==> src/hdl/json_structure_writer_core_macros.svh <==
// assertion helpers shared by the writer modules
`ifndef JSON_STRUCTURE_WRITER_CORE_MACROS_SVH
`define JSON_STRUCTURE_WRITER_CORE_MACROS_SVH

`ifndef SYNTHESIS

// property must hold at every clock edge outside reset
`define JSW_ASSERT(label, clk, rst, prop, msg) \
   label: assert property (@(posedge clk) disable iff (rst) prop) else $error(msg);

// condition must never be seen outside reset
`define JSW_ASSERT_NEVER(label, clk, rst, cond, msg) \
   label: assert property (@(posedge clk) disable iff (rst) !(cond)) else $error(msg);

`else

`define JSW_ASSERT(label, clk, rst, prop, msg)

`define JSW_ASSERT_NEVER(label, clk, rst, cond, msg)

`endif

`endif

==> src/hdl/jsw_pkg.sv <==
`timescale 1ns / 1ps

package jsw_pkg;

   // default build parameters
   localparam int DEF_MAX_DEPTH   = 8;
   localparam int DEF_INDENT_STEP = 4;

   // fixed field widths
   localparam int CMD_W    = 3;
   localparam int BYTE_W   = 8;
   localparam int STATUS_W = 3;

   // structural commands
   typedef enum logic [CMD_W-1:0] {
      CMD_OPEN_OBJ  = 3'd0,
      CMD_CLOSE_OBJ = 3'd1,
      CMD_OPEN_ARR  = 3'd2,
      CMD_CLOSE_ARR = 3'd3,
      CMD_KEY_BEGIN = 3'd4,
      CMD_KEY_END   = 3'd5,
      CMD_VALUE     = 3'd6,
      CMD_TEXT      = 3'd7
   } cmd_type;

   // per item status codes
   typedef enum logic [STATUS_W-1:0] {
      ST_OK          = 3'd0,
      ST_KEY_OUTSIDE = 3'd1,
      ST_IMBALANCE   = 3'd2,
      ST_MISMATCH    = 3'd3,
      ST_SECOND_ROOT = 3'd4,
      ST_DEPTH_OVF   = 3'd5
   } status_type;

   // characters
   localparam logic [BYTE_W-1:0] CH_QUOTE    = 8'h22;
   localparam logic [BYTE_W-1:0] CH_BSLASH   = 8'h5C;
   localparam logic [BYTE_W-1:0] CH_SLASH    = 8'h2F;
   localparam logic [BYTE_W-1:0] CH_BS       = 8'h08;
   localparam logic [BYTE_W-1:0] CH_FF       = 8'h0C;
   localparam logic [BYTE_W-1:0] CH_LF       = 8'h0A;
   localparam logic [BYTE_W-1:0] CH_CR       = 8'h0D;
   localparam logic [BYTE_W-1:0] CH_TAB      = 8'h09;
   localparam logic [BYTE_W-1:0] CH_LOW_B    = 8'h62;
   localparam logic [BYTE_W-1:0] CH_LOW_F    = 8'h66;
   localparam logic [BYTE_W-1:0] CH_LOW_N    = 8'h6E;
   localparam logic [BYTE_W-1:0] CH_LOW_R    = 8'h72;
   localparam logic [BYTE_W-1:0] CH_LOW_T    = 8'h74;
   localparam logic [BYTE_W-1:0] CH_COMMA    = 8'h2C;
   localparam logic [BYTE_W-1:0] CH_COLON    = 8'h3A;
   localparam logic [BYTE_W-1:0] CH_SPACE    = 8'h20;
   localparam logic [BYTE_W-1:0] CH_LBRACE   = 8'h7B;
   localparam logic [BYTE_W-1:0] CH_RBRACE   = 8'h7D;
   localparam logic [BYTE_W-1:0] CH_LBRACKET = 8'h5B;
   localparam logic [BYTE_W-1:0] CH_RBRACKET = 8'h5D;
   localparam logic [BYTE_W-1:0] CH_NUL      = 8'h00;

   // which character the datapath puts into the result register
   typedef enum logic [2:0] {
      SEL_NONE,
      SEL_COMMA,
      SEL_NL,
      SEL_SPACE,
      SEL_TAIL
   } sel_type;

   // shape of the character run of one item
   typedef struct packed {
      logic       comma;
      logic       newline;
      logic       indent_nz;
      logic [1:0] ntail;
   } plan_type;

   // controller to datapath
   typedef struct packed {
      logic    load;
      logic    emit;
      sel_type sel;
      logic    last;
   } ctrl_cmd_type;

   // datapath to controller
   typedef struct packed {
      plan_type plan;
      plan_type plan_next;
      logic     indent_last;
      logic     tail_last;
      logic     out_free;
   } dp_sts_type;

   // escape letter for a byte, zero when the byte needs no escape
   function automatic logic [BYTE_W-1:0] escape_code(input logic [BYTE_W-1:0] b);
      logic [BYTE_W-1:0] r;
      case (b)
         CH_QUOTE:  r = CH_QUOTE;
         CH_BSLASH: r = CH_BSLASH;
         CH_SLASH:  r = CH_SLASH;
         CH_BS:     r = CH_LOW_B;
         CH_FF:     r = CH_LOW_F;
         CH_LF:     r = CH_LOW_N;
         CH_CR:     r = CH_LOW_R;
         CH_TAB:    r = CH_LOW_T;
         default:   r = CH_NUL;
      endcase
      return r;
   endfunction

endpackage

==> src/hdl/jsw_req_if.sv <==
`timescale 1ns / 1ps

// command item channel
interface jsw_req_if import jsw_pkg::*; ();
   logic              valid;
   logic              ready;
   logic [CMD_W-1:0]  cmd;
   logic [BYTE_W-1:0] text_byte;
   logic              escape_on;

   modport source (output valid, cmd, text_byte, escape_on, input ready);
   modport sink   (input valid, cmd, text_byte, escape_on, output ready);
endinterface

==> src/hdl/jsw_rsp_if.sv <==
`timescale 1ns / 1ps

// character item channel
interface jsw_rsp_if import jsw_pkg::*; ();
   logic                valid;
   logic                ready;
   logic [BYTE_W-1:0]   out_byte;
   logic                byte_valid;
   logic                last_of_run;
   logic [STATUS_W-1:0] status;
   logic                doc_complete;

   modport source (output valid, out_byte, byte_valid, last_of_run, status, doc_complete,
                   input ready);
   modport sink   (input valid, out_byte, byte_valid, last_of_run, status, doc_complete,
                   output ready);
endinterface

==> src/hdl/json_structure_writer_core.sv <==
// an item is taken into the run registers, and its first character item is written into
// the result register once that register is free; the next item is taken only after
// the last character item of the run has been written
// reset: synchronous; clears nesting depth, root and error flags, pretty mode, the run
// sequencer state and the result valid flag; the nesting stack itself is not cleared
`timescale 1ns / 1ps

module json_structure_writer_core import jsw_pkg::*; #(
   parameter int MAX_DEPTH   = DEF_MAX_DEPTH,
   parameter int INDENT_STEP = DEF_INDENT_STEP
) (
   input  logic         clock,
   input  logic         reset,
   input  logic         csr_we,
   input  logic         csr_wdata,
   jsw_req_if.sink      req_ch,
   jsw_rsp_if.source    rsp_ch
);

   ctrl_cmd_type ctl_cmd;
   dp_sts_type   dp_sts;

   // run sequencer
   jsw_ctrl u_ctrl (
      .clock     (clock),
      .reset     (reset),
      .req_valid (req_ch.valid),
      .req_ready (req_ch.ready),
      .sts       (dp_sts),
      .ctl_cmd   (ctl_cmd)
   );

   // document state, decode and result register
   jsw_datapath #(
      .MAX_DEPTH   (MAX_DEPTH),
      .INDENT_STEP (INDENT_STEP)
   ) u_datapath (
      .clock          (clock),
      .reset          (reset),
      .csr_we         (csr_we),
      .csr_wdata      (csr_wdata),
      .item_cmd       (req_ch.cmd),
      .item_text      (req_ch.text_byte),
      .item_escape    (req_ch.escape_on),
      .ctl_cmd        (ctl_cmd),
      .sts            (dp_sts),
      .rsp_ready      (rsp_ch.ready),
      .rsp_valid      (rsp_ch.valid),
      .rsp_byte       (rsp_ch.out_byte),
      .rsp_byte_valid (rsp_ch.byte_valid),
      .rsp_last       (rsp_ch.last_of_run),
      .rsp_status     (rsp_ch.status),
      .rsp_doc        (rsp_ch.doc_complete)
   );

endmodule

==> src/hdl/jsw_ctrl.sv <==
`timescale 1ns / 1ps
`include "json_structure_writer_core_macros.svh"

module jsw_ctrl import jsw_pkg::*; (
   input  logic         clock,
   input  logic         reset,
   input  logic         req_valid,
   output logic         req_ready,
   input  dp_sts_type   sts,
   output ctrl_cmd_type ctl_cmd
);

   typedef enum logic [2:0] {
      S_IDLE,
      S_COMMA,
      S_NL,
      S_INDENT,
      S_TAIL,
      S_NONE
   } state_type;

   state_type state_ff, state_in;

   // next phase of the run that is present, from a given phase
   function automatic state_type after_phase(input state_type ph, input plan_type p);
      state_type r;
      unique case (ph)
         S_IDLE: begin
            if (p.comma)
               r = S_COMMA;
            else if (p.newline)
               r = S_NL;
            else if (p.indent_nz)
               r = S_INDENT;
            else if (p.ntail != 2'd0)
               r = S_TAIL;
            else
               r = S_NONE;
         end
         S_COMMA: begin
            if (p.newline)
               r = S_NL;
            else if (p.indent_nz)
               r = S_INDENT;
            else if (p.ntail != 2'd0)
               r = S_TAIL;
            else
               r = S_IDLE;
         end
         S_NL: begin
            if (p.indent_nz)
               r = S_INDENT;
            else if (p.ntail != 2'd0)
               r = S_TAIL;
            else
               r = S_IDLE;
         end
         S_INDENT: begin
            r = (p.ntail != 2'd0) ? S_TAIL : S_IDLE;
         end
         default: begin
            r = S_IDLE;
         end
      endcase
      return r;
   endfunction

   // take an item only between runs
   assign req_ready = (state_ff == S_IDLE) && !reset;

   // sequencing of the character run
   always_comb begin
      state_in        = state_ff;
      ctl_cmd         = '0;
      ctl_cmd.sel     = SEL_NONE;
      ctl_cmd.load    = req_valid && req_ready;
      unique case (state_ff)
         S_IDLE: begin
            if (ctl_cmd.load)
               state_in = after_phase(S_IDLE, sts.plan_next);
         end
         S_COMMA, S_NL, S_INDENT, S_TAIL, S_NONE: begin
            if (sts.out_free) begin
               ctl_cmd.emit = 1'b1;
               if ((state_ff == S_INDENT && !sts.indent_last) ||
                   (state_ff == S_TAIL && !sts.tail_last))
                  state_in = state_ff;
               else
                  state_in = after_phase(state_ff, sts.plan);
               ctl_cmd.last = (state_in == S_IDLE);
            end
         end
         default: begin
            state_in = S_IDLE;
         end
      endcase
      unique case (state_ff)
         S_COMMA:  ctl_cmd.sel = SEL_COMMA;
         S_NL:     ctl_cmd.sel = SEL_NL;
         S_INDENT: ctl_cmd.sel = SEL_SPACE;
         S_TAIL:   ctl_cmd.sel = SEL_TAIL;
         default:  ctl_cmd.sel = SEL_NONE;
      endcase
   end

   // state register
   always_ff @(posedge clock) begin
      if (reset) begin
         state_ff <= S_IDLE;
      end else begin
         state_ff <= state_in;
      end
   end

   `JSW_ASSERT(a_emit_needs_slot, clock, reset, ctl_cmd.emit |-> sts.out_free, "emit into a full slot")
   `JSW_ASSERT(a_item_gives_result, clock, reset, ctl_cmd.load |=> (state_ff != S_IDLE), "item without result")
   `JSW_ASSERT(a_last_ends_run, clock, reset, (ctl_cmd.emit && ctl_cmd.last) |=> (state_ff == S_IDLE), "run did not end")
   `JSW_ASSERT_NEVER(a_no_load_in_run, clock, reset, ctl_cmd.load && ctl_cmd.emit, "load during a run")

endmodule

==> src/hdl/jsw_datapath.sv <==
`timescale 1ns / 1ps
`include "json_structure_writer_core_macros.svh"

module jsw_datapath import jsw_pkg::*; #(
   parameter int MAX_DEPTH   = DEF_MAX_DEPTH,
   parameter int INDENT_STEP = DEF_INDENT_STEP
) (
   input  logic                clock,
   input  logic                reset,
   input  logic                csr_we,
   input  logic                csr_wdata,
   input  logic [CMD_W-1:0]    item_cmd,
   input  logic [BYTE_W-1:0]   item_text,
   input  logic                item_escape,
   input  ctrl_cmd_type        ctl_cmd,
   output dp_sts_type          sts,
   input  logic                rsp_ready,
   output logic                rsp_valid,
   output logic [BYTE_W-1:0]   rsp_byte,
   output logic                rsp_byte_valid,
   output logic                rsp_last,
   output logic [STATUS_W-1:0] rsp_status,
   output logic                rsp_doc
);

   localparam int DEP_W = $clog2(MAX_DEPTH + 1);
   localparam int IDX_W = (MAX_DEPTH > 1) ? $clog2(MAX_DEPTH) : 1;
   localparam int IND_W = $clog2(MAX_DEPTH * INDENT_STEP + 1);

   // document state
   logic             pretty_ff;
   logic [DEP_W-1:0] depth_ff, depth_in;
   logic             root_ff, root_in;
   logic             err_ff, err_in;
   logic             is_arr_ff  [MAX_DEPTH];
   logic             has_val_ff [MAX_DEPTH];

   // run of the current item
   plan_type          plan_ff, plan_in;
   status_type        step_status_ff, status_in;
   logic              step_doc_ff, doc_in;
   logic [BYTE_W-1:0] tail_ff [3];
   logic [BYTE_W-1:0] tail_in [3];
   logic [IND_W-1:0]  ind_cnt_ff, ind_in;
   logic [1:0]        tail_idx_ff;

   // result register
   logic                out_valid_ff;
   logic [BYTE_W-1:0]   out_byte_ff;
   logic                out_bvalid_ff;
   logic                out_last_ff;
   logic [STATUS_W-1:0] out_status_ff;
   logic                out_doc_ff;

   cmd_type           cmd_dec;
   logic              depth_empty;
   logic [DEP_W-1:0]  depth_dec;
   logic [IDX_W-1:0]  top_idx, push_idx;
   logic              top_arr, top_hv;
   logic [IND_W-1:0]  ind_cur, ind_pop;
   logic [BYTE_W-1:0] esc_char;
   logic              push_en, push_arr, mark_en;
   logic              out_free;
   logic [BYTE_W-1:0] sel_byte;
   logic              sel_bvalid;

   assign cmd_dec     = cmd_type'(item_cmd);
   assign depth_empty = (depth_ff == '0);
   assign depth_dec   = depth_ff - DEP_W'(1);
   assign top_idx     = depth_dec[IDX_W-1:0];
   assign push_idx    = depth_ff[IDX_W-1:0];
   assign top_arr     = is_arr_ff[top_idx];
   assign top_hv      = has_val_ff[top_idx];
   assign ind_cur     = IND_W'(depth_ff * INDENT_STEP);
   assign ind_pop     = IND_W'(depth_dec * INDENT_STEP);
   assign esc_char    = escape_code(item_text);

   // decode an item into its run and the state it leaves
   always_comb begin
      plan_in    = '0;
      status_in  = ST_OK;
      depth_in   = depth_ff;
      root_in    = root_ff;
      ind_in     = '0;
      push_en    = 1'b0;
      push_arr   = 1'b0;
      mark_en    = 1'b0;
      tail_in[0] = CH_NUL;
      tail_in[1] = CH_NUL;
      tail_in[2] = CH_NUL;
      unique case (cmd_dec) inside
         CMD_OPEN_OBJ, CMD_OPEN_ARR: begin
            if (depth_empty && root_ff) begin
               status_in = ST_SECOND_ROOT;
            end else if (depth_ff >= DEP_W'(MAX_DEPTH)) begin
               status_in = ST_DEPTH_OVF;
            end else begin
               if (depth_empty) begin
                  root_in = 1'b1;
               end else begin
                  mark_en = 1'b1;
                  if (top_arr) begin
                     plan_in.comma   = top_hv;
                     plan_in.newline = pretty_ff;
                     ind_in          = pretty_ff ? ind_cur : '0;
                  end
               end
               push_en       = 1'b1;
               push_arr      = (cmd_dec == CMD_OPEN_ARR);
               depth_in      = depth_ff + DEP_W'(1);
               tail_in[0]    = push_arr ? CH_LBRACKET : CH_LBRACE;
               plan_in.ntail = 2'd1;
            end
         end
         CMD_CLOSE_OBJ, CMD_CLOSE_ARR: begin
            if (depth_empty) begin
               status_in = ST_IMBALANCE;
            end else begin
               depth_in = depth_dec;
               if (top_arr != (cmd_dec == CMD_CLOSE_ARR)) begin
                  status_in = ST_MISMATCH;
               end else begin
                  if (pretty_ff && top_hv) begin
                     plan_in.newline = 1'b1;
                     ind_in          = ind_pop;
                  end
                  tail_in[0]    = top_arr ? CH_RBRACKET : CH_RBRACE;
                  plan_in.ntail = 2'd1;
               end
            end
         end
         CMD_KEY_BEGIN: begin
            if (depth_empty || top_arr) begin
               status_in = ST_KEY_OUTSIDE;
            end else begin
               plan_in.comma   = top_hv;
               plan_in.newline = pretty_ff;
               ind_in          = pretty_ff ? ind_cur : '0;
               tail_in[0]      = CH_QUOTE;
               plan_in.ntail   = 2'd1;
            end
         end
         CMD_KEY_END: begin
            if (depth_empty || top_arr) begin
               status_in = ST_KEY_OUTSIDE;
            end else begin
               tail_in[0]    = CH_QUOTE;
               tail_in[1]    = CH_COLON;
               tail_in[2]    = CH_SPACE;
               plan_in.ntail = pretty_ff ? 2'd3 : 2'd2;
            end
         end
         CMD_VALUE: begin
            if (depth_empty) begin
               if (root_ff)
                  status_in = ST_SECOND_ROOT;
               else
                  root_in = 1'b1;
            end else begin
               mark_en = 1'b1;
               if (top_arr) begin
                  plan_in.comma   = top_hv;
                  plan_in.newline = pretty_ff;
                  ind_in          = pretty_ff ? ind_cur : '0;
               end
            end
         end
         default: begin
            if (item_escape && esc_char != CH_NUL) begin
               tail_in[0]    = CH_BSLASH;
               tail_in[1]    = esc_char;
               plan_in.ntail = 2'd2;
            end else begin
               tail_in[0]    = item_text;
               plan_in.ntail = 2'd1;
            end
         end
      endcase
      plan_in.indent_nz = (ind_in != '0);
      err_in = err_ff || (status_in != ST_OK);
      doc_in = !err_in && (depth_in == '0) && root_in;
   end

   // document state registers
   always_ff @(posedge clock) begin
      if (reset) begin
         pretty_ff <= 1'b0;
         depth_ff  <= '0;
         root_ff   <= 1'b0;
         err_ff    <= 1'b0;
      end else begin
         if (csr_we)
            pretty_ff <= csr_wdata;
         if (ctl_cmd.load) begin
            depth_ff <= depth_in;
            root_ff  <= root_in;
            err_ff   <= err_in;
         end
      end
   end

   // nesting stack, no reset: entries are read only after an open wrote them
   always_ff @(posedge clock) begin
      if (ctl_cmd.load) begin
         if (mark_en)
            has_val_ff[top_idx] <= 1'b1;
         if (push_en) begin
            is_arr_ff[push_idx]  <= push_arr;
            has_val_ff[push_idx] <= 1'b0;
         end
      end
   end

   // run description and counters
   always_ff @(posedge clock) begin
      if (ctl_cmd.load) begin
         plan_ff        <= plan_in;
         step_status_ff <= status_in;
         step_doc_ff    <= doc_in;
         tail_ff        <= tail_in;
         ind_cnt_ff     <= ind_in;
         tail_idx_ff    <= 2'd0;
      end else if (ctl_cmd.emit) begin
         if (ctl_cmd.sel == SEL_SPACE)
            ind_cnt_ff <= ind_cnt_ff - IND_W'(1);
         if (ctl_cmd.sel == SEL_TAIL)
            tail_idx_ff <= tail_idx_ff + 2'd1;
      end
   end

   // character for the current phase
   always_comb begin
      sel_bvalid = 1'b1;
      case (ctl_cmd.sel)
         SEL_COMMA: sel_byte = CH_COMMA;
         SEL_NL:    sel_byte = CH_LF;
         SEL_SPACE: sel_byte = CH_SPACE;
         SEL_TAIL:  sel_byte = tail_ff[tail_idx_ff];
         default: begin
            sel_byte   = CH_NUL;
            sel_bvalid = 1'b0;
         end
      endcase
   end

   assign out_free = !out_valid_ff || rsp_ready;

   // result register
   always_ff @(posedge clock) begin
      if (reset) begin
         out_valid_ff <= 1'b0;
      end else if (ctl_cmd.emit) begin
         out_valid_ff <= 1'b1;
      end else if (rsp_ready) begin
         out_valid_ff <= 1'b0;
      end
   end

   always_ff @(posedge clock) begin
      if (ctl_cmd.emit) begin
         out_byte_ff   <= sel_byte;
         out_bvalid_ff <= sel_bvalid;
         out_last_ff   <= ctl_cmd.last;
         out_status_ff <= step_status_ff;
         out_doc_ff    <= step_doc_ff;
      end
   end

   // status toward the controller
   always_comb begin
      sts             = '0;
      sts.plan        = plan_ff;
      sts.plan_next   = plan_in;
      sts.indent_last = (ind_cnt_ff == IND_W'(1));
      sts.tail_last   = (tail_idx_ff == (plan_ff.ntail - 2'd1));
      sts.out_free    = out_free;
   end

   assign rsp_valid      = out_valid_ff;
   assign rsp_byte       = out_byte_ff;
   assign rsp_byte_valid = out_bvalid_ff;
   assign rsp_last       = out_last_ff;
   assign rsp_status     = out_status_ff;
   assign rsp_doc        = out_doc_ff;

   `JSW_ASSERT(a_depth_bound, clock, reset, depth_ff <= DEP_W'(MAX_DEPTH), "depth past limit")
   `JSW_ASSERT(a_error_sticky, clock, reset, err_ff |=> err_ff, "error flag cleared")
   `JSW_ASSERT(a_done_is_ok, clock, reset, (out_valid_ff && out_doc_ff) |-> (out_status_ff == ST_OK), "complete with error")
   `JSW_ASSERT_NEVER(a_no_emit_on_full, clock, reset, ctl_cmd.emit && !out_free, "result overwritten")

endmodule

==> src/flat_wrapper.sv <==
// flat-port wrapper written by rule: the top's interface ports become plain ports
module json_structure_writer_core_flat import jsw_pkg::*;
#(
   parameter int MAX_DEPTH   = DEF_MAX_DEPTH,
   parameter int INDENT_STEP = DEF_INDENT_STEP
)
  (clock, reset, csr_we, csr_wdata, req_ch_valid, req_ch_cmd, req_ch_text_byte, req_ch_escape_on, req_ch_ready, rsp_ch_valid, rsp_ch_out_byte, rsp_ch_byte_valid, rsp_ch_last_of_run, rsp_ch_status, rsp_ch_doc_complete, rsp_ch_ready);
  jsw_req_if req_ch_i ();
  jsw_rsp_if rsp_ch_i ();
  input  logic clock;
  input  logic reset;
  input  logic csr_we;
  input  logic csr_wdata;
  input wire logic [$bits(req_ch_i.valid)-1:0] req_ch_valid;
  input wire logic [$bits(req_ch_i.cmd)-1:0] req_ch_cmd;
  input wire logic [$bits(req_ch_i.text_byte)-1:0] req_ch_text_byte;
  input wire logic [$bits(req_ch_i.escape_on)-1:0] req_ch_escape_on;
  output wire logic [$bits(req_ch_i.ready)-1:0] req_ch_ready;
  output wire logic [$bits(rsp_ch_i.valid)-1:0] rsp_ch_valid;
  output wire logic [$bits(rsp_ch_i.out_byte)-1:0] rsp_ch_out_byte;
  output wire logic [$bits(rsp_ch_i.byte_valid)-1:0] rsp_ch_byte_valid;
  output wire logic [$bits(rsp_ch_i.last_of_run)-1:0] rsp_ch_last_of_run;
  output wire logic [$bits(rsp_ch_i.status)-1:0] rsp_ch_status;
  output wire logic [$bits(rsp_ch_i.doc_complete)-1:0] rsp_ch_doc_complete;
  input wire logic [$bits(rsp_ch_i.ready)-1:0] rsp_ch_ready;
  assign req_ch_i.valid = req_ch_valid;
  assign req_ch_i.cmd = req_ch_cmd;
  assign req_ch_i.text_byte = req_ch_text_byte;
  assign req_ch_i.escape_on = req_ch_escape_on;
  assign req_ch_ready = req_ch_i.ready;
  assign rsp_ch_valid = rsp_ch_i.valid;
  assign rsp_ch_out_byte = rsp_ch_i.out_byte;
  assign rsp_ch_byte_valid = rsp_ch_i.byte_valid;
  assign rsp_ch_last_of_run = rsp_ch_i.last_of_run;
  assign rsp_ch_status = rsp_ch_i.status;
  assign rsp_ch_doc_complete = rsp_ch_i.doc_complete;
  assign rsp_ch_i.ready = rsp_ch_ready;
  json_structure_writer_core #(.MAX_DEPTH(MAX_DEPTH), .INDENT_STEP(INDENT_STEP)) u_core (.clock(clock), .reset(reset), .csr_we(csr_we), .csr_wdata(csr_wdata), .req_ch(req_ch_i), .rsp_ch(rsp_ch_i));
endmodule
==> config.mk <==
export PLATFORM = sky130hd
export DESIGN_NAME = json_structure_writer_core_flat
export DESIGN_NICKNAME = d
export VERILOG_FILES = /design/src/hdl/jsw_pkg.sv /design/src/hdl/jsw_req_if.sv /design/src/hdl/jsw_rsp_if.sv /design/src/hdl/json_structure_writer_core.sv /design/src/hdl/jsw_ctrl.sv /design/src/hdl/jsw_datapath.sv /design/src/flat_wrapper.sv
export VERILOG_INCLUDE_DIRS = /design/src /design/src/hdl
export SDC_FILE = /design/constraint.sdc
export NUM_CORES = 1
export LEC_CHECK = 0
export BUFFER_PORTS_ARGS = -buffer_cell sky130_fd_sc_hd__buf_2
export CAP_MARGIN = 0
export CORE_MARGIN = 3
export CORE_UTILIZATION = 40
export CTS_BUF_LIST = sky130_fd_sc_hd__clkbuf_4
export CTS_CLUSTER_DIAMETER = 200
export DETAILED_ROUTE_END_ITERATION = 7
export PLACE_DENSITY = 0.61
export SYNTH_ARGS = -nofsm -noshare
export SYNTH_HDL_FRONTEND = slang
export SYNTH_SLANG_ARGS = --single-unit
==> constraint.sdc <==
create_clock -name clock -period 7.6 [get_ports clock]
set_clock_uncertainty 0.15 [all_clocks]
set_input_delay 1.14 -clock clock [delete_from_list [all_inputs] [get_ports clock]]
set_output_delay 1.14 -clock clock [all_outputs]
set_load 0.005 [all_outputs]
Word level (Yosys, flattened, before mapping)
Memory sizes are Yosys's and may differ from the RTL's.
Index checks and enable logic that the tools add are counted.
{"block": "totals", "latch_bits": 0, "ramBits": 16, "wordCells": 206, "rom_bits": 0, "n_memories": 2, "in_bits": 18, "ff_bits": 66}
{"block": "classes", "n_eq_ne": 28, "n_bitwise": 1, "magnitude_cmp": 2, "n_addsub": 5, "div_mod_pow": 0, "mux": 105, "reduce_logical": 41, "n_mul": 0, "shift": 0}
{"name": "u_core.u_datapath.has_val_ff", "words": 8, "word_bits": 1, "rd": 1, "rd_clocked_by_memory_dff": 0, "wr": 2, "line": "jsw_datapath.sv:36", "text": "logic has_val_ff [MAX_DEPTH];"}
{"name": "u_core.u_datapath.is_arr_ff", "words": 8, "word_bits": 1, "rd": 1, "rd_clocked_by_memory_dff": 0, "wr": 1, "line": "jsw_datapath.sv:35", "text": "logic is_arr_ff [MAX_DEPTH];"}
{"operator": "$mux W6", "n": 15}
{"operator": "$pmux W7 S8", "n": 1}
{"operator": "$mux W3", "n": 18}
{"operator": "$eq A8 B4 Y1 const B", "n": 5}
{"operator": "$pmux W8 S5", "n": 1}
{"operator": "$pmux W3 S4", "n": 3}
{"operator": "$mux W1", "n": 35}
{"operator": "$mux W8", "n": 4}
{"operator": "$pmux W8 S4", "n": 1}
{"operator": "$mux W7", "n": 4}
{"operator": "$pmux W6 S4", "n": 1}
{"operator": "$mux W22", "n": 1}
{"operator": "$eq A3 B2 Y1 const B", "n": 6}
{"operator": "$eq A3 B3 Y1 const B", "n": 6}
{"operator": "$mux W2", "n": 9}
{"operator": "$bmux W8 S2", "n": 1}
{"operator": "$eq A8 B6 Y1 const B", "n": 2}
{"operator": "$pmux W8 S2", "n": 1}
{"operator": "$mux W4", "n": 3}
{"operator": "$pmux W2 S5", "n": 1}
{"operator": "$reduce_bool A2 Y1", "n": 5}
{"operator": "$eq A3 B1 Y1 const B", "n": 3}
{"operator": "$logic_and A1 B1 Y1", "n": 9}
{"operator": "$logic_not A3 Y1", "n": 3}
{"operator": "other kinds (30)", "n": 44}

Logic depth before layout (Yosys ltp)
Gate-level depths: netlist (run 1).
{"block": "depth", "word_depth": 13, "ltp_mapped": 15, "ltp_nobuf": 12}

Hierarchy
A second synthesis (run 1) with hierarchy kept.
{"block": "unflattened", "hier_cells": 420, "area_unflattened_um2": 4206.5}
{"mod": "jsw_datapath", "area_per_inst_um2": 3759.9, "instances": 1, "seq_area_each_um2": 1951.9, "cells_each": 359}
{"mod": "jsw_ctrl", "area_per_inst_um2": 446.7, "instances": 1, "seq_area_each_um2": 60.1, "cells_each": 61}

Worst setup path after synthesis (run 1)
No wires, ideal clock.
{"block": "synth_timing", "path_type": "register to register", "startpoint": "register u_core.u_datapath.depth_ff[0]", "endpoint": "register u_core.u_ctrl.state_ff[0]", "stages_incl_launch_ff": 16, "setup_time_ns": 0.120, "period_less_slack_ns": 3.457, "slack_ns": 4.143, "t_required_ns": 7.330, "t_arrival_ns": 3.188, "cell_sequence": "dfxtp_1 > buf_2 > buf_2 > clkinv_1 > ha_1 > clkbuf_1 > clkbuf_1 > nand3_1 > nand4_4 > ha_1 > nor2_1 > nand2_1 > a31oi_4 > and2_4 > nor2_1 > a211o_1"}
{"block": "synth_between", "elab_chain_len": 13, "elab_cells_between_ends": 44, "cone_classes": "add/sub (1); order compare (1); eq/ne (1); mux (33); reduce/logical (6); memory (2)"}
{"item": "from (decl)", "line": "jsw_datapath.sv:32", "text": "logic [DEP_W-1:0] depth_ff, depth_in;"}
{"item": "from (signal assigned)", "line": "jsw_datapath.sv:195", "text": "depth_ff <= depth_in;"}
{"item": "$sub A4 B1 Y4", "line": "jsw_datapath.sv:69", "text": "assign depth_dec = depth_ff - DEP_W'(1);"}
{"item": "$mem_v2 Z8 W1, on equally long branches"}
{"item": "$mux W6 (tied with other cells)", "line": "jsw_datapath.sv:102, jsw_datapath.sv:161"}
{"item": "$mux W6 (tied with other cells)", "line": "jsw_datapath.sv:154", "text": "if (depth_empty) begin"}
{"item": "$mux W6 (tied with other cells)", "line": "jsw_datapath.sv:95", "text": "end else if (depth_ff >= DEP_W'(MAX_DEPTH)) begin"}
{"item": "$mux W6 (tied with other cells)", "line": "jsw_datapath.sv:93", "text": "if (depth_empty && root_ff) begin"}
{"item": "$pmux W6 S4 / $reduce_bool A2 Y1 (equally long branches)", "line": "jsw_datapath.sv:91, jsw_ctrl.sv:35"}
{"item": "$reduce_bool A6 Y1 / $mux W1 (equally long branches)", "line": "jsw_datapath.sv:179, jsw_ctrl.sv:35"}
{"item": "$mux W3", "line": "jsw_ctrl.sv:33", "text": "else if (p.indent_nz)"}
{"item": "$mux W3", "line": "jsw_ctrl.sv:31", "text": "else if (p.newline)"}
{"item": "$mux W3 *", "line": "jsw_ctrl.sv:29", "text": "if (p.comma)"}
{"item": "$mux W3 *", "line": "jsw_ctrl.sv:79", "text": "if (ctl_cmd.load)"}
{"item": "$pmux W3 S2 *", "line": "jsw_ctrl.sv:77", "text": "unique case (state_ff)"}
{"item": "to (signal assigned)", "line": "jsw_ctrl.sv:111", "text": "state_ff <= state_in;"}
{"item": "to (decl)", "line": "jsw_ctrl.sv:22", "text": "state_type state_ff, state_in;"}
Mark *: on every way between the ends. The rest lies on a longest branch, timed or not. The select of a mux whose other input is x is not followed.
A chain may end at the register's enable or synchronous reset.

==> results of run 1 <==
cells by family (layout without fill, tap and decap cells):
group | count (synthesis) | count (layout) | share of synthesized area (%)
compound gates | 110 | 110 | 17.44
fa+ha+maj | 6 | 6 | 1.750
flops | 74 | 74 | 46.91
mux | 18 | 18 | 4.551
xor+xnor | 14 | 14 | 3.034
simple gates | 184 | 184 | 21.44
buf+inv | 53 | 76 | 4.872
cells in the mapped netlist, types with 4 or more instances:
master	count
a211oi_1	4
a21oi_1	23
a22oi_1	5
a31oi_1	11
a32oi_1	4
and3_1	7
buf_2	5
clkbuf_1	21
dfxtp_1	21
edfxtp_1	53
ha_1	6
inv_1	24
mux2i_1	15
nand2_1	42
nand2b_1	5
nand3_1	22
nor2_1	55
nor2b_1	9
nor3_1	17
o21ai_0	25
o31ai_1	7
or3_1	4
xnor2_1	10
power by group:
| group | leakage, nW | internal, mW | switching (mW) |
|---|---|---|---|
| combinational | 0.974 | 0.159 | 0.245 |
| sequential | 0.675 | 0.543 | 0.0661 |
| clock | 0.0577 | 0.0656 | 0.147 |
| total | 1.71 | 0.768 | 0.458 |
registers in the layout, summed over array words and instances (netlist names), 2 cells and up:
signal,flops
u_core.u_datapath.has_val_ff,8
u_core.u_datapath.ind_cnt_ff,6
u_core.u_datapath.tail_idx_ff,2
u_core.u_datapath.step_status_ff,3
u_core.u_datapath.rsp_status,3
u_core.u_datapath.tail_ff,16
u_core.u_datapath.sts,5
u_core.u_ctrl.state_ff,3
u_core.u_datapath.depth_ff,4
u_core.u_datapath.is_arr_ff,8
u_core.u_datapath.rsp_byte,8
area by class of cell:
class | instances | area [um2]
multi-input cells | 332 | 2068
repair buffers | 34 | 172.7
flip-flops and latches | 74 | 2012
clock inverters | 7 | 46.29
well taps | 136 | 170.2
clock buffers | 9 | 67.56
inverters | 26 | 97.59
fillers | 1040 | 5736
worst paths after layout:
path | to
hold / removal | u_core.u_datapath.rsp_status[0]
setup reg to reg | u_core.u_datapath.sts[10]
hold reg to reg | u_core.u_datapath.rsp_status[0]
setup / recovery | u_core.u_datapath.sts[10]
worst max-delay path, cell delays in order (launching register included):
cell and delay [ns]:
dfxtp_1 0.82, clkinv_1 0.39, ha_1 0.71, inv_1 0.18
nand3_1 0.15, nand4_4 0.20, ha_1 0.44, nor2_1 0.06
nand2_1 0.12, a31oi_4 0.06, and2_4 0.20, a22oi_1 0.23
nand4_1 0.12
routing by layer:
layer | wire length, um | GRT usage, %
met1 | 4989 | 25.86
met2 | 4541 | 26.59
met3 | 515 | 2.995
met4 | 140 | 6.679
met5 | 0 | 0
==> key figures, run 1 <==
Floorplanning
  • Starting Density: 41.36%
  • Die W: 109.6 um
  • Die area: 12,000 um2
  • Core footprint: approximately 10,000 um2
  • Row count: 37
  • Die height: between 100 and 150 um
  • Boundary Pins: 34

STA
  • Final hold violation count: 0
  • Slew Limit Fails: 0
  • Final Setup Violations: 0
  • Final Cycle Share: 53.73%
  • TNS Setup: 0 ns
  • Worst hold slack: between 0.2 and 0.3 ns
  • Fin worst setup slack: 3.516 ns
  • F_max: 0.2449 GHz
  • Relative slew margins: roughly a quarter
  • Minimum clock period: 4.084 ns
  • RSZ-0062 raised after global routing: false
  • Worst-margin pin slew: approximately 1.1 ns

Clock network
  • Depth of the CTS H-tree: 3
  • Clock sinks: 74
  • Worst skew pair latency: 0.42 ns
  • Hold buffer count at CTS: 0
  • Clock buffer count from CTS: 9
  • Postcts setup bufs: 0
  • Clock root buffer: clkbuf_4
  • Max clock buf depth: 2
  • CTS tree: yes
  • CTS clk-pin slew, worst paths: about 0.13 ns
  • Post_cts resized: 0

Finish
  • Final non-filler cell total: 618
  • Syn-to-layout area delta: 8.051%
  • Most common cell after layout, fill and taps aside: nor2_1
  • Leading cell types in the layout, fill and taps excluded: nor2_1 (55), edfxtp_1 (53), nand2_1 (42), buf_2 (33), o21ai_0 (25)
  • # nets final: ~500
  • N_diodes: 0
  • Util after Layout: 44.69%
  • Layout cell share with drive strength beyond 1: about 15%
  • Final Instance Area: 4634 um2

Placement
  • Buffers on Ports: 33
  • Worst slack, placed: 3.584 ns
  • Hpwl dp: 7504 um
  • Dpl cells: 602
  • Placed cell areas: around 4500 um2
  • Gp weighted congestion: 0.9393

Min path
  • Hold Path Stages: 0
  • Worst min path class: reg2reg
  • Worst hold start: u_core.u_datapath.step_status_ff[0]

Logic synthesis
  • Synth top area cells: edfxtp_1 (37%), dfxtp_1 (9.8%), nor2_1 (4.8%)
  • Synth Net Count: a little under 500
  • Synth warn: 0
  • Ys flop type: edfxtp_1
  • Post-synth cell types: 62
  • Synthesized instance count: ~460
  • Post-synth EDFFs: 53
  • Post-synthesis sequential area ratio: ~47%
  • Netlist Area Pre-Place: 4289 um2
  • Leading area contributor after synthesis: edfxtp_1
  • Syn avg cell area: 9.344 um2
  • Ys async rst share: 0%
  • Top-area cell type share of the netlist area: 37.11%
  • Synthesis-stage register bit count: 74

Power
  • Overall power: between 1 and 1.5 mW
  • Peak supply drop: ~0.12 mV
  • PwrDens: 264.4 nW/um2
  • P_leak: 1.706 nW

Setup path
  • Critical path peak fanout: 19
  • CP Capture Type: flip-flop
  • Worst reg-to-reg path cell count: 12
  • R2r setup slk: 3.52 ns
  • Worst Path Required: about 7.6 ns
  • Crit path kind: reg2reg
  • Worst setup path start: u_core.u_datapath.depth_ff[0]
  • Startpoint types: flip-flop
  • WP data arrival: 4.10 ns
  • Reg2reg start: u_core.u_datapath.depth_ff[0]

Global routing
  • Antenna violations before repair: 0
  • First-pass GRT wire length: 16,520 um
  • Vias in the first global route: 3,182
  • Largest net degree at the start of global routing: 30
  • GRT Total Usage: approximately 18%
  • Global route overflow: 0

Route
  • Final ANT Viol Nets: 0
  • Via count: 3,497
  • Per-cell routed wire length: 16.48 um
  • DR iter-0 viols: between 200 and 250
  • Total Wirelength: 10,190 um
  • Pre-antenna DRT Iters: 5
  • Remaining DRCs: 0
  • Vias/cell: 5.659

Flow run
  • Max cap viols: 0

Outcome
  • Outcome: finished, final reports clean
(Power assumes the default switching activity.)
==> inputs of run 2 (changes only) <==
==> constraint.sdc (replaced) <==
create_clock -name clock -period 4.15 [get_ports clock]
set_clock_uncertainty 0.15 [all_clocks]
set_input_delay 0.6225 -clock clock [delete_from_list [all_inputs] [get_ports clock]]
set_output_delay 0.6225 -clock clock [all_outputs]
set_load 0.005 [all_outputs]
==> key figures, run 2 (same netlist as run 1, synthesis figures left out) <==
Outcome
  • Outcome: finished, final reports clean

Setup path
  • Top delay family on crit path: simple AND/OR/NAND/NOR gates
  • Worst Path Required: 4.30 ns (-3.32 ns)
  • Worst path buffer plus inverter count: 1 (-1)
  • CP peak stage delay: 0.52 ns (-0.30 ns)
  • Worst reg-to-reg path cell count: 12 (unchanged)
  • Reg2reg start: u_core.u_datapath.depth_ff[1]
  • CP Capture Type: flip-flop
  • WP data arrival: 3.51 ns (-0.59 ns)
  • FF-to-FF End: u_core.u_ctrl.state_ff[0]
  • Crit-path cells: inv_1 -> ha_1 -> xor2_1 -> nand3_1 -> nand4_4 -> ha_1 -> nor2_1 -> nand2_1 -> a31oi_4 -> and2_4 -> nor2_1 -> a211o_1
  • R2r setup slk: 0.79 ns (-2.73 ns)
  • Startpoint types: flip-flop
  • Slowest CP cell: dfxtp_1
  • Crit path kind: reg2reg
  • Critical path peak fanout: 10 (-9)

STA
  • Final Setup Violations: 0 (unchanged)
  • Final hold violation count: 0 (unchanged)
  • Worst-margin pin slew: 1.072 ns (-0.02246 ns)
  • Final Cycle Share: 81.05% (+27 points)
  • Relative slew margins: 28.25% (+1.5 points)
  • Slew Limit Fails: 0 (unchanged)
  • Minimum clock period: 3.364 ns (-0.7202 ns)
  • TNS Setup: 0 ns (unchanged)
  • RSZ-0062 raised after global routing: false
  • F_max: 0.2973 GHz (+21%)

Floorplanning
  • Starting Density: 41.36% (unchanged)
  • Die height: 109.6 um (unchanged)
  • Boundary Pins: 34 (unchanged)
  • Die W: 109.6 um (unchanged)
  • Core footprint: 10,370 um2 (unchanged)
  • Row count: 37 (unchanged)
  • Die area: 12,000 um2 (unchanged)

Finish
  • Most common cell after layout, fill and taps aside: nor2_1
  • # nets final: 505 (+0.80%)
  • Multi-input logic area: 2068 um2 (unchanged)
  • Flip-flop and latch area: 2012 um2 (unchanged)
  • Max reg flops: 16 (unchanged)
  • Syn-to-layout area delta: 9.218%
  • Largest Register: u_core.u_datapath.tail_ff
  • Leading cell types in the layout, fill and taps excluded: nor2_1 (55), edfxtp_1 (53), nand2_1 (42), buf_2 (33), o21ai_0 (25)
  • Fillcell total: 1,027 (-1.3%)
  • Layout cell share with drive strength beyond 1: 15.02% (+0.50 points)
  • N_diodes: 0 (unchanged)
  • Final non-filler cell total: 622 (+0.65%)

Route
  • Via count: 3,501 (+0.11%)
  • Final ANT Viol Nets: 0 (unchanged)
  • Pre-antenna DRT Iters: 5 (unchanged)
  • Per-cell routed wire length: 16.49 um (about the same)
  • Vias/cell: 5.629 (-0.53%)
  • DR iter-0 viols: 265 (+19%)
  • Remaining DRCs: 0 (unchanged)
  • Total Wirelength: 10,250 um (+0.66%)

Placement
  • Dpl cells: 606 (+0.66%)
  • Hpwl dp: 7466 um (-0.50%)
  • Buffers on Ports: 33 (unchanged)
  • Gp weighted congestion: 0.9003 (-4.2%)

Global routing
  • Antenna violations before repair: 0 (unchanged)
  • First-pass GRT wire length: 16,990 um (+2.9%)
  • Global route overflow: 0 (unchanged)
  • Largest net degree at the start of global routing: 37 (+23%)
  • GRT Total Usage: 18.24% (+0.42 points)
  • Vias in the first global route: 3,326 (+4.5%)

Min path
  • Hold Path Stages: 0 (unchanged)
  • Worst min path class: reg2reg
  • Hold Path Sink: u_core.u_datapath.rsp_status[2]
  • Worst hold start: u_core.u_datapath.step_status_ff[2]

Clock network
  • CTS clk-pin slew, worst paths: 0.13 ns (about the same)
  • Worst skew pair latency: 0.42 ns (about the same)
  • Postcts setup bufs: 0 (unchanged)
  • Clock sinks: 74 (unchanged)
  • Max clock buf depth: 2 (unchanged)
  • Post_cts resized: 0 (unchanged)
  • Clock root buffer: clkbuf_4
  • Clock buffer count from CTS: 9 (unchanged)
  • Depth of the CTS H-tree: 3 (unchanged)
  • CTS tree: yes
  • Hold buffer count at CTS: 0 (unchanged)

Power
  • P_leak: 1.747 nW (+2.4%)
  • PwrDens: 493.4 nW/um2 (+87%)
  • Peak supply drop: 0.2528 mV (+120%)

Flow run
  • Max cap viols: 0 (unchanged)
run 2: cell types whose count changed in the layout (fill, tap and decap cells not counted), sizes merged:
cell | before | now
buf | 34 | 38
clkbuf | 9 | 12
clkinvlp | 3 | 0
bufinv | 0 | 1
clkinv | 6 | 5
run 2: cell type report:
cell class	instances	share of cell area (%)
Clock inverter	4	0.9348
Tap cell	136	3.632
Inverter	26	2.083
Clock buffer	12	1.923
Sequential cell	74	42.95
Multi-Input combinational cell	332	44.15
Timing Repair Buffer	38	4.327
run 2: per-layer routing:
metal  vias up  global-route usage [%]  routed length (um)
li1       1730                       -                   -
met1      1630                   26.47                4964
met2       118                   26.63                4432
met3        23                   3.523                 608
met4         0                   7.391                 248
met5         -                       0                   0
run 2: worst max path at each step:
stage	from	end	slack (ns)	cells past startpoint
global placement	u_core.u_datapath.depth_ff[1]	u_core.u_ctrl.state_ff[0]	0.96	12
global route	u_core.u_datapath.depth_ff[1]	u_core.u_datapath.ind_cnt_ff[3]	0.49	12
finish	u_core.u_datapath.depth_ff[1]	u_core.u_ctrl.state_ff[0]	0.79	12
detailed placement	u_core.u_datapath.depth_ff[1]	u_core.u_ctrl.state_ff[0]	0.86	12
floorplan	u_core.u_datapath.depth_ff[0]	u_core.u_ctrl.state_ff[0]	0.69	15
CTS	u_core.u_datapath.depth_ff[1]	u_core.u_ctrl.state_ff[0]	0.80	12
run 2: where the power goes:
part	total (mW)	internal, mW	switching [mW]	leakage (nW)
combinational	0.759	0.299	0.460	0.993
sequential	1.11	0.995	0.113	0.675
clock	0.445	0.201	0.244	0.0787
total	2.31	1.49	0.817	1.75
run 2: worst register-to-register path: cells and delay by family, from the launching register on:
kind | cells | cell delay [ns]
simple gates | 6 | 0.87
fa+ha+maj | 2 | 0.63
flops | 1 | 0.52
compound gates | 2 | 0.51
xor+xnor | 1 | 0.43
buf+inv | 1 | 0.14
run 2: metrics by stage:
step / util (%) / hold slack [ns] / total power [mW] / instance area, um2 / setup slack (ns)
3_5_place_dp: 43.88 / 0.2565 / 1.881 / 4551 / 0.8611
5_1_grt: 45.17 / 0.2946 / 2.476 / 4684 / 0.4944
4_1_cts: 45.17 / 0.2714 / 2.327 / 4684 / 0.7969
3_3_place_gp: 43.88 / 0.2533 / 1.870 / 4551 / 0.9622
2_1_floorplan: - / 0.2503 / 1.639 / 4289 / 0.6928
6_report: 45.17 / 0.2852 / 2.311 / 4684 / 0.7864
